<file path="src/hw/rtl/rfps_pkg.sv">
package rfps_pkg;

    // default coordinate width
    localparam int COORD_BITS_DEFAULT = 12;

    // apb register map: eight 32-bit registers at byte address 4*i
    localparam int CFG_ADDR_BITS = 5;
    localparam int CFG_DATA_BITS = 32;

    typedef enum logic [2:0] {
        CFG_RECT_LEFT     = 3'd0,
        CFG_RECT_TOP      = 3'd1,
        CFG_RECT_WIDTH    = 3'd2,
        CFG_RECT_HEIGHT   = 3'd3,
        CFG_COLOR_FIRST   = 3'd4,
        CFG_COLOR_SECOND  = 3'd5,
        CFG_CORNER_RADIUS = 3'd6,
        CFG_FILL_MODE     = 3'd7
    } t_cfg_reg;

    typedef enum logic [1:0] {
        FILL_SOLID    = 2'd0,
        FILL_ALPHA    = 2'd1,
        FILL_GRADIENT = 2'd2,
        FILL_ROUNDED  = 2'd3
    } t_fill_mode;

    // channel and alpha constants
    localparam logic [7:0]  CHAN_MAX    = 8'hFF;
    localparam logic [7:0]  ALPHA_ZERO  = 8'h00;
    localparam logic [15:0] BLEND_BIAS  = 16'd127;
    // n / 255 == (n * 0x8081) >> 23 for any 16-bit n
    localparam logic [31:0] BLEND_RECIP = 32'h0000_8081;
    localparam int          BLEND_SHIFT = 23;

    // gradient position t in 0..256
    localparam int GRAD_T_BITS = 9;
    // bias that turns the arithmetic shift by 8 into truncation toward zero
    localparam logic signed [18:0] GRAD_NEG_BIAS = 19'sd255;

endpackage

</file>
<file path="src/hw/rtl/rect_fill_pixel_shader.sv">
// Rectangle fill pixel shader. Takes one surface pixel (column, row, current
// xRGB value) per clock while o_stall is low and returns whether that pixel
// is written and its new value. It runs a six-stage pipeline in which the
// gradient divide row*256/(height-1) runs as a restoring divider with three
// quotient bits per stage and the alpha divide by 255 is a reciprocal
// multiply. Pixels outside the rectangle, or any pixel while width or height
// is zero, come back with write enable low and a zero value. Modes: solid,
// alpha blend over the current pixel, vertical two-color gradient, and solid
// with rounded corners. The user must see that registers are written over the
// APB port only while no pixel is in flight; the block does not enforce this.
// o_stall rises only when the output is held and every stage is full.
module rect_fill_pixel_shader #(
    parameter int COORD_BITS = rfps_pkg::COORD_BITS_DEFAULT
) (
    input  logic                                i_clk,
    input  logic                                i_rst_n,

    // apb configuration port
    input  logic                                psel,
    input  logic                                penable,
    input  logic                                pwrite,
    input  logic [rfps_pkg::CFG_ADDR_BITS-1:0]  paddr,
    input  logic [rfps_pkg::CFG_DATA_BITS-1:0]  pwdata,
    output logic [rfps_pkg::CFG_DATA_BITS-1:0]  prdata,
    output logic                                pready,

    // pixel input channel
    input  logic                                i_valid,
    output logic                                o_stall,
    input  logic [COORD_BITS-1:0]               i_pixel_x,
    input  logic [COORD_BITS-1:0]               i_pixel_y,
    input  logic [31:0]                         i_old_pixel,

    // result channel
    output logic                                o_valid,
    input  logic                                i_stall,
    output logic                                o_write_enable,
    output logic [31:0]                         o_new_pixel
);

    localparam int SizeBits = COORD_BITS + 1;
    localparam int RemBits  = COORD_BITS + 1;
    localparam int SqBits   = 2 * COORD_BITS;
    localparam int TBits    = rfps_pkg::GRAD_T_BITS;
    localparam int DivSteps = 3;

    // configuration registers
    logic [COORD_BITS-1:0]   r_rect_left;
    logic [COORD_BITS-1:0]   r_rect_top;
    logic [SizeBits-1:0]     r_rect_width;
    logic [SizeBits-1:0]     r_rect_height;
    logic [31:0]             r_color_first;
    logic [31:0]             r_color_second;
    logic [COORD_BITS-1:0]   r_corner_radius;
    rfps_pkg::t_fill_mode    r_fill_mode;

    rfps_pkg::t_cfg_reg      w_cfg_sel;
    logic                    w_cfg_write;

    assign pready      = 1'b1;
    assign w_cfg_sel   = rfps_pkg::t_cfg_reg'(paddr[4:2]);
    assign w_cfg_write = psel && penable && pwrite && pready;

    // register write
    always_ff @(posedge i_clk) begin
        if (!i_rst_n) begin
            r_rect_left     <= '0;
            r_rect_top      <= '0;
            r_rect_width    <= '0;
            r_rect_height   <= '0;
            r_color_first   <= '0;
            r_color_second  <= '0;
            r_corner_radius <= '0;
            r_fill_mode     <= rfps_pkg::FILL_SOLID;
        end else if (w_cfg_write) begin
            case (w_cfg_sel)
                rfps_pkg::CFG_RECT_LEFT:     r_rect_left     <= pwdata[COORD_BITS-1:0];
                rfps_pkg::CFG_RECT_TOP:      r_rect_top      <= pwdata[COORD_BITS-1:0];
                rfps_pkg::CFG_RECT_WIDTH:    r_rect_width    <= pwdata[SizeBits-1:0];
                rfps_pkg::CFG_RECT_HEIGHT:   r_rect_height   <= pwdata[SizeBits-1:0];
                rfps_pkg::CFG_COLOR_FIRST:   r_color_first   <= pwdata;
                rfps_pkg::CFG_COLOR_SECOND:  r_color_second  <= pwdata;
                rfps_pkg::CFG_CORNER_RADIUS: r_corner_radius <= pwdata[COORD_BITS-1:0];
                rfps_pkg::CFG_FILL_MODE:     r_fill_mode     <= rfps_pkg::t_fill_mode'(pwdata[1:0]);
                default: ;
            endcase
        end
    end

    // register read
    always_comb begin
        case (w_cfg_sel)
            rfps_pkg::CFG_RECT_LEFT:     prdata = 32'(r_rect_left);
            rfps_pkg::CFG_RECT_TOP:      prdata = 32'(r_rect_top);
            rfps_pkg::CFG_RECT_WIDTH:    prdata = 32'(r_rect_width);
            rfps_pkg::CFG_RECT_HEIGHT:   prdata = 32'(r_rect_height);
            rfps_pkg::CFG_COLOR_FIRST:   prdata = r_color_first;
            rfps_pkg::CFG_COLOR_SECOND:  prdata = r_color_second;
            rfps_pkg::CFG_CORNER_RADIUS: prdata = 32'(r_corner_radius);
            rfps_pkg::CFG_FILL_MODE:     prdata = 32'(r_fill_mode);
            default:                     prdata = '0;
        endcase
    end

    // values derived from configuration, stable while pixels are in flight
    logic [COORD_BITS-1:0] w_div_d;
    logic [SizeBits-1:0]   w_wm1;
    logic [SizeBits-1:0]   w_hm1;
    logic [SizeBits-1:0]   w_min_wh;
    logic [COORD_BITS-1:0] w_max_r;
    logic [COORD_BITS-1:0] w_rad;
    logic [COORD_BITS-1:0] w_rad_m1;
    logic [7:0]            w_alpha;
    logic [7:0]            w_alpha_inv;
    logic                  w_grad_flat;

    assign w_wm1       = r_rect_width - SizeBits'(1);
    assign w_hm1       = r_rect_height - SizeBits'(1);
    assign w_div_d     = w_hm1[COORD_BITS-1:0];
    assign w_min_wh    = (r_rect_width < r_rect_height) ? r_rect_width : r_rect_height;
    assign w_max_r     = w_min_wh[SizeBits-1:1];
    assign w_rad       = (r_corner_radius < w_max_r) ? r_corner_radius : w_max_r;
    assign w_rad_m1    = w_rad - COORD_BITS'(1);
    assign w_alpha     = r_color_first[31:24];
    assign w_alpha_inv = rfps_pkg::CHAN_MAX - w_alpha;
    assign w_grad_flat = (r_rect_height == SizeBits'(1)) || (r_color_first == r_color_second);

    // per-stage advance: a stage loads when it is empty or its successor moves
    logic r_v1, r_v2, r_v3, r_v4, r_v5, r_out_valid;
    logic w_rdy1, w_rdy2, w_rdy3, w_rdy4, w_rdy5, w_rdy6;

    assign w_rdy6  = !r_out_valid || !i_stall;
    assign w_rdy5  = !r_v5 || w_rdy6;
    assign w_rdy4  = !r_v4 || w_rdy5;
    assign w_rdy3  = !r_v3 || w_rdy4;
    assign w_rdy2  = !r_v2 || w_rdy3;
    assign w_rdy1  = !r_v1 || w_rdy2;
    assign o_stall = !w_rdy1;

    always_ff @(posedge i_clk) begin
        if (!i_rst_n) begin
            r_v1        <= 1'b0;
            r_v2        <= 1'b0;
            r_v3        <= 1'b0;
            r_v4        <= 1'b0;
            r_v5        <= 1'b0;
            r_out_valid <= 1'b0;
        end else begin
            if (w_rdy1) r_v1 <= i_valid;
            if (w_rdy2) r_v2 <= r_v1;
            if (w_rdy3) r_v3 <= r_v2;
            if (w_rdy4) r_v4 <= r_v3;
            if (w_rdy5) r_v5 <= r_v4;
            if (w_rdy6) r_out_valid <= r_v5;
        end
    end

    // stage 1: rectangle hit test and offsets inside the rectangle
    logic [COORD_BITS-1:0] n_cx, n_cy;
    logic                  n_in1;
    logic                  r_in1;
    logic [COORD_BITS-1:0] r_cx1, r_cy1;
    logic [31:0]           r_old1;

    assign n_cx  = i_pixel_x - r_rect_left;
    assign n_cy  = i_pixel_y - r_rect_top;
    assign n_in1 = (r_rect_width != '0) && (r_rect_height != '0)
                && (i_pixel_x >= r_rect_left) && (i_pixel_y >= r_rect_top)
                && ({1'b0, n_cx} < r_rect_width) && ({1'b0, n_cy} < r_rect_height);

    always_ff @(posedge i_clk) begin
        if (w_rdy1) begin
            r_in1  <= n_in1;
            r_cx1  <= n_cx;
            r_cy1  <= n_cy;
            r_old1 <= i_old_pixel;
        end
    end

    // stage 2: first three quotient bits, edge distances, blend products
    logic [RemBits-1:0]  n_rem2;
    logic [TBits-1:0]    n_q2;
    logic [SizeBits-1:0] n_ex2, n_ey2;
    logic [15:0]         n_ps2 [3];
    logic [15:0]         n_pd2 [3];

    logic                r_in2;
    logic [RemBits-1:0]  r_rem2;
    logic [TBits-1:0]    r_q2;
    logic [SizeBits-1:0] r_ex2, r_ey2;
    logic [15:0]         r_ps2 [3];
    logic [15:0]         r_pd2 [3];

    always_comb begin
        logic [RemBits-1:0] rem;
        logic [TBits-1:0]   q;
        rem = {1'b0, r_cy1};
        q   = '0;
        for (int j = 0; j < DivSteps; j++) begin
            if (j != 0) rem = rem << 1;
            if (rem >= {1'b0, w_div_d}) begin
                rem = rem - {1'b0, w_div_d};
                q   = {q[TBits-2:0], 1'b1};
            end else begin
                q   = {q[TBits-2:0], 1'b0};
            end
        end
        n_rem2 = rem;
        n_q2   = q;
    end

    // distance to the nearer vertical and horizontal edge
    always_comb begin
        logic [SizeBits-1:0] fx, fy, bx, by;
        fx    = {1'b0, r_cx1};
        fy    = {1'b0, r_cy1};
        bx    = w_wm1 - fx;
        by    = w_hm1 - fy;
        n_ex2 = (fx < bx) ? fx : bx;
        n_ey2 = (fy < by) ? fy : by;
    end

    // source and destination weights per channel
    always_comb begin
        for (int c = 0; c < 3; c++) begin
            n_ps2[c] = 16'(r_color_first[8*c +: 8]) * 16'(w_alpha);
            n_pd2[c] = 16'(r_old1[8*c +: 8]) * 16'(w_alpha_inv);
        end
    end

    always_ff @(posedge i_clk) begin
        if (w_rdy2) begin
            r_in2  <= r_in1;
            r_rem2 <= n_rem2;
            r_q2   <= n_q2;
            r_ex2  <= n_ex2;
            r_ey2  <= n_ey2;
            for (int c = 0; c < 3; c++) begin
                r_ps2[c] <= n_ps2[c];
                r_pd2[c] <= n_pd2[c];
            end
        end
    end

    // stage 3: next three quotient bits, corner offsets, blend sums
    logic [RemBits-1:0]    n_rem3;
    logic [TBits-1:0]      n_q3;
    logic                  n_corner3;
    logic [15:0]           n_sum3 [3];

    logic                  r_in3;
    logic [RemBits-1:0]    r_rem3;
    logic [TBits-1:0]      r_q3;
    logic                  r_corner3;
    logic [COORD_BITS-1:0] r_vx3, r_vy3;
    logic [15:0]           r_sum3 [3];

    always_comb begin
        logic [RemBits-1:0] rem;
        logic [TBits-1:0]   q;
        rem = r_rem2;
        q   = r_q2;
        for (int j = 0; j < DivSteps; j++) begin
            rem = rem << 1;
            if (rem >= {1'b0, w_div_d}) begin
                rem = rem - {1'b0, w_div_d};
                q   = {q[TBits-2:0], 1'b1};
            end else begin
                q   = {q[TBits-2:0], 1'b0};
            end
        end
        n_rem3 = rem;
        n_q3   = q;
    end

    assign n_corner3 = (w_rad != '0) && (r_ex2 < {1'b0, w_rad}) && (r_ey2 < {1'b0, w_rad});

    always_comb begin
        for (int c = 0; c < 3; c++) begin
            n_sum3[c] = r_ps2[c] + r_pd2[c] + rfps_pkg::BLEND_BIAS;
        end
    end

    always_ff @(posedge i_clk) begin
        if (w_rdy3) begin
            r_in3     <= r_in2;
            r_rem3    <= n_rem3;
            r_q3      <= n_q3;
            r_corner3 <= n_corner3;
            r_vx3     <= w_rad_m1 - r_ex2[COORD_BITS-1:0];
            r_vy3     <= w_rad_m1 - r_ey2[COORD_BITS-1:0];
            for (int c = 0; c < 3; c++) begin
                r_sum3[c] <= n_sum3[c];
            end
        end
    end

    // stage 4: last three quotient bits, squares, divide by 255
    logic [TBits-1:0]  n_t4;
    logic [31:0]       n_bprod4 [3];

    logic              r_in4;
    logic [TBits-1:0]  r_t4;
    logic              r_corner4;
    logic [SqBits-1:0] r_sqx4, r_sqy4, r_r1sq4;
    logic [7:0]        r_bq4 [3];

    always_comb begin
        logic [RemBits-1:0] rem;
        logic [TBits-1:0]   q;
        rem = r_rem3;
        q   = r_q3;
        for (int j = 0; j < DivSteps; j++) begin
            rem = rem << 1;
            if (rem >= {1'b0, w_div_d}) begin
                rem = rem - {1'b0, w_div_d};
                q   = {q[TBits-2:0], 1'b1};
            end else begin
                q   = {q[TBits-2:0], 1'b0};
            end
        end
        n_t4 = q;
    end

    always_comb begin
        for (int c = 0; c < 3; c++) begin
            n_bprod4[c] = 32'(r_sum3[c]) * rfps_pkg::BLEND_RECIP;
        end
    end

    always_ff @(posedge i_clk) begin
        if (w_rdy4) begin
            r_in4     <= r_in3;
            r_t4      <= n_t4;
            r_corner4 <= r_corner3;
            r_sqx4    <= SqBits'(r_vx3) * SqBits'(r_vx3);
            r_sqy4    <= SqBits'(r_vy3) * SqBits'(r_vy3);
            r_r1sq4   <= SqBits'(w_rad_m1) * SqBits'(w_rad_m1);
            for (int c = 0; c < 3; c++) begin
                r_bq4[c] <= n_bprod4[c][rfps_pkg::BLEND_SHIFT +: 8];
            end
        end
    end

    // stage 5: corner decision and gradient products
    logic                  n_keep5;
    logic signed [9:0]     w_gt;
    logic signed [8:0]     w_gd [3];
    logic signed [18:0]    n_gp5 [3];

    logic                  r_in5;
    logic                  r_keep5;
    logic signed [18:0]    r_gp5 [3];
    logic [7:0]            r_bq5 [3];

    assign n_keep5 = !r_corner4
                  || (({1'b0, r_sqx4} + {1'b0, r_sqy4}) <= {1'b0, r_r1sq4});
    assign w_gt    = $signed({1'b0, r_t4});

    always_comb begin
        for (int c = 0; c < 3; c++) begin
            w_gd[c]  = $signed({1'b0, r_color_second[8*c +: 8]})
                     - $signed({1'b0, r_color_first[8*c +: 8]});
            n_gp5[c] = w_gd[c] * w_gt;
        end
    end

    always_ff @(posedge i_clk) begin
        if (w_rdy5) begin
            r_in5   <= r_in4;
            r_keep5 <= n_keep5;
            for (int c = 0; c < 3; c++) begin
                r_gp5[c] <= n_gp5[c];
                r_bq5[c] <= r_bq4[c];
            end
        end
    end

    // stage 6: mode select into the output register
    logic        n_we6;
    logic [31:0] n_val6;
    logic [23:0] w_grad_rgb;
    logic [23:0] w_blend_rgb;

    always_comb begin
        logic signed [18:0] adj;
        for (int c = 0; c < 3; c++) begin
            // arithmetic shift by 8, rounded toward zero
            adj = r_gp5[c] + (r_gp5[c][18] ? rfps_pkg::GRAD_NEG_BIAS : 19'sd0);
            w_grad_rgb[8*c +: 8]  = r_color_first[8*c +: 8] + adj[15:8];
            w_blend_rgb[8*c +: 8] = r_bq5[c];
        end
    end

    always_comb begin
        n_we6  = 1'b0;
        n_val6 = '0;
        if (r_in5) begin
            case (r_fill_mode)
                rfps_pkg::FILL_SOLID: begin
                    n_we6  = 1'b1;
                    n_val6 = r_color_first;
                end
                rfps_pkg::FILL_ALPHA: begin
                    if (w_alpha == rfps_pkg::CHAN_MAX) begin
                        n_we6  = 1'b1;
                        n_val6 = {8'h00, r_color_first[23:0]};
                    end else if (w_alpha != rfps_pkg::ALPHA_ZERO) begin
                        n_we6  = 1'b1;
                        n_val6 = {8'h00, w_blend_rgb};
                    end
                end
                rfps_pkg::FILL_GRADIENT: begin
                    n_we6  = 1'b1;
                    n_val6 = w_grad_flat ? r_color_first : {8'h00, w_grad_rgb};
                end
                rfps_pkg::FILL_ROUNDED: begin
                    n_we6  = r_keep5;
                    n_val6 = r_keep5 ? r_color_first : 32'h0;
                end
                default: begin
                    n_we6  = 1'b0;
                    n_val6 = '0;
                end
            endcase
        end
    end

    logic        r_we6;
    logic [31:0] r_val6;

    always_ff @(posedge i_clk) begin
        if (w_rdy6) begin
            r_we6  <= n_we6;
            r_val6 <= n_val6;
        end
    end

    assign o_valid        = r_out_valid;
    assign o_write_enable = r_we6;
    assign o_new_pixel    = r_val6;

    // checks

    // a result that writes nothing carries a zero value
    a_idle_value_zero: assert property (@(posedge i_clk) disable iff (!i_rst_n)
        (o_valid && !o_write_enable) |-> (o_new_pixel == 32'h0))
        else $error("result without write carries a nonzero value");

    // an accepted transaction always lands in the first stage
    a_accept_lands: assert property (@(posedge i_clk) disable iff (!i_rst_n)
        (i_valid && !o_stall) |=> r_v1)
        else $error("accepted transaction lost at the first stage");

    // a zero-sized rectangle never writes
    a_empty_rect: assert property (@(posedge i_clk) disable iff (!i_rst_n)
        (o_valid && ((r_rect_width == '0) || (r_rect_height == '0))) |-> !o_write_enable)
        else $error("write issued for an empty rectangle");

    // transparent alpha never writes
    a_alpha_zero: assert property (@(posedge i_clk) disable iff (!i_rst_n)
        (o_valid && (r_fill_mode == rfps_pkg::FILL_ALPHA) && (w_alpha == rfps_pkg::ALPHA_ZERO))
        |-> !o_write_enable)
        else $error("write issued with zero alpha");

endmodule

</file>
<file path="config.mk">
export PLATFORM = sky130hd
export DESIGN_NAME = rect_fill_pixel_shader
export DESIGN_NICKNAME = d
export VERILOG_FILES = /design/src/hw/rtl/rfps_pkg.sv /design/src/hw/rtl/rect_fill_pixel_shader.sv
export SDC_FILE = /design/constraint.sdc
export NUM_CORES = 2
export LEC_CHECK = 0
export BUFFER_PORTS_ARGS = -buffer_cell sky130_fd_sc_hd__buf_2
export CAP_MARGIN = 20
export CORE_ASPECT_RATIO = 1.1
export CORE_MARGIN = 2
export CORE_UTILIZATION = 60
export DETAILED_ROUTE_END_ITERATION = 8
export PLACE_DENSITY = 0.73
export SLEW_MARGIN = 20
export SYNTH_ARGS = -nofsm -noshare
export SYNTH_HDL_FRONTEND = slang
export SYNTH_SLANG_ARGS = --single-unit
</file>
<file path="constraint.sdc">
create_clock -name i_clk -period 23.4 [get_ports i_clk]
set_input_delay 1.17 -clock i_clk [delete_from_list [all_inputs] [get_ports i_clk]]
set_output_delay 1.17 -clock i_clk [all_outputs]
set_load 0.005 [all_outputs]
</file>
==> metrics.cfg <==
[global_route]
grt_overflow_total = 0
grt_pass1_wl_mm = 293
grt_max_degree = 86
gr-usage-all-layers_pct = 29.3
antenna_found_initial = 8
grt_pass1_vias = 55900

[floorplan]
ioPinCount = 168
die_y_um = 372
start_util_pct = 60.6
rows = 134
dieArea_mm2 = 0.126
die_w_um = 338
core-area_mm2 = 0.122

[setup_path]
reg2reg_depth = 46
critPathKind = flop to flop
worstSetupEndpointType = flop
cp-start-kind = flop
path_max_fanout = 34
slowest_delay_ps = 720
r2r_slack_ps = 11550
arrival_ps = 12250
cp_common_cell = inv_1
crit_required_ps = 23800
cp_slowest_cell = o221ai_4

[routing]
dr_wl_met3_mm = 12.8
wl_per_cell_um = 18.9
vias_per_cell = 5.72
drt_iter0_drc = 3716
maxUsedRoutingLayer = met5
dr.pass1.iters = 8
dr_wl_met2_mm = 83.8
drt_wl_total_mm = 181
vias = 54700
drc = 0
met1Wirelength_mm = 77.5
antenna_left = 0

[clock_network]
cts.repair.resized = 0
clock_latency_ps = 690
numClockSinks = 627
clk_path_buf_depth = 3
path_clk_slew_ps = 60
h-tree-depth = 3
postCtsSetupRepairBufs = 0
cts_tree = done
root_buffer = clkbuf_16
cts_buffers = 77
cts_hold_buffers = 0

[synthesis]
async_reset_ff_share_pct = 0
syn_avg_cell_area_um2 = 9.45
ys_seq_elements = 627
synth_cells = 7797
synth-edff-count = 493
synth_cell_types = 87
yosysWarnings = 0
synth-main-ff-cell = edfxtp_1
syn_area_mm2 = 0.0737
ys_seq_area_share_pct = 23.7

[timing]
setup_tns_ps = 0
hold_viol_final = 0
rsz0062_at_grt = no
fin_crit_ps = 11850
tightest_slew_ps = 1190
slew-limit-headroom_pct = 20.2
period_share_pct = 50.6
final_max_slew_viol_count = 0
holdWs_ps = 420
fmax_mhz = 84.4
setup_viol = 0
clock_skew_ps = 45.2

[placed_design]
postPlaceCellArea_mm2 = 0.0762
place_congestion = 0.953
dp_hpwl_mm = 142
io_buffers = 156

[final_layout]
n_fill_cell = 9836
post-route-util_pct = 64.8
multiInputGateArea_mm2 = 0.0507
area.sequential_mm2 = 0.0175
final_cell_mix = inv_1, ha_1, nand2_1
area_growth_pct = 6.97
fin_nets = 9798
stdcell_area_mm2 = 0.0788
final_common_cell = inv_1
drive_gt1_share_pct = 5.77

[hold_path]
holdPathStages = 0
worst_hold_path_type = flop to flop

[status]
status = complete, no violations

[job]
max-cap-violations = 0

final timing paths:
| check | start | endpoint |
|---|---|---|
| min | r_bq4[0][18] | r_bq5[0][18] |
| max | r_rect_height[1] | r_r1sq4[22] |
| min reg2reg | r_bq4[0][18] | r_bq5[0][18] |
| max reg2reg | r_rect_height[1] | r_r1sq4[22] |
per-layer routing:
| metal | up-vias | track usage, % |
|---|---|---|
| li1 | 26000 | - |
| met1 | 26700 | 38.7 |
| met2 | 1696 | 48.8 |
| met3 | 330 | 4.45 |
| met4 | 4 | 10.9 |
| met5 | - | 0 |
flip-flops by register name (all words and copies together), names as in the netlist, 24 cells and up:
| name | flops |
|---|---|
| o_new_pixel | 32 |
| r_old1 | 24 |
| r_bq5 | 24 |
| r_color_first | 32 |
| r_sum3 | 48 |
| r_pd2 | 48 |
| r_bq4 | 24 |
| r_ps2 | 48 |
| r_color_second | 32 |
| r_gp5 | 51 |
Yosys cell counts, types with 14 or more instances:
library cell,n,area share (%)
xor2_1,106,1.3
mux2_2,41,0.63
edfxtp_1,493,20
or2_2,23,0.20
a21oi_1,373,2.5
nand2b_1,184,1.6
nor4_1,17,0.14
a221o_1,14,0.19
fa_1,616,17
and3_1,24,0.20
dfxtp_1,134,3.6
o21bai_1,62,0.63
nand3_1,59,0.40
o21a_1,57,0.58
clkbuf_1,198,1.0
a211oi_1,21,0.21
nor2_1,405,2.1
buf_1,16,0.082
and2_1,317,2.7
ha_1,1209,21
a21boi_0,170,1.7
a21o_1,141,1.4
nor2b_1,200,1.7
o22ai_1,14,0.12
inv_1,1241,6.3
o211ai_1,14,0.14
xnor2_1,317,3.8
nand4_1,41,0.35
nand2_1,697,3.6
mux2i_1,82,1.1
nor3_1,63,0.43
o21ai_0,248,1.7
metrics by stage:
step,instances,setup slack [ps]
after floorplan,7798,12930
after global placement,9426,11710
after detailed placement,9426,11540
after CTS,9566,11490
after global routing,9568,10690
final,9570,11550
area by class of cell:
type / instances / area share (%)
clock inverters: 41 / 0.662
clock buffers: 99 / 2.63
inverters: 1249 / 5.95
repair buffers: 224 / 1.64
flip-flops and latches: 627 / 22.2
multi-input cells: 5694 / 64.3
diodes: 4 / 0.0127
well taps: 1632 / 2.59
worst max-delay path, delay by kind of cell, from the launching register on:
| family | cells | cell delay (ps) |
|---|---|---|
| DFF | 1 | 660 |
| adders and majority gates | 9 | 3900 |
| xor gates and xnor gates | 2 | 460 |
| AOI/OAI and AO/OA | 15 | 3440 |
| and+or+nand+nor | 9 | 1370 |
| buffers and inverters | 11 | 1690 |
cells by family (layout without fill, tap and decap cells):
group | after synthesis | count (layout) | share of synthesized area, %
fa+ha+maj | 1829 | 1829 | 37.3
buf+inv | 1477 | 1613 | 7.56
mux | 123 | 123 | 1.74
other cells | 2 | 7 | 0.0102
compound gates | 1245 | 1245 | 10.8
xor+xnor | 427 | 427 | 5.13
simple gates | 2067 | 2067 | 13.7
flops | 627 | 627 | 23.7
Power is left out: the tool's default activity adds up to more than one toggle a clock period on the data nets, which glitch-free logic cannot reach.
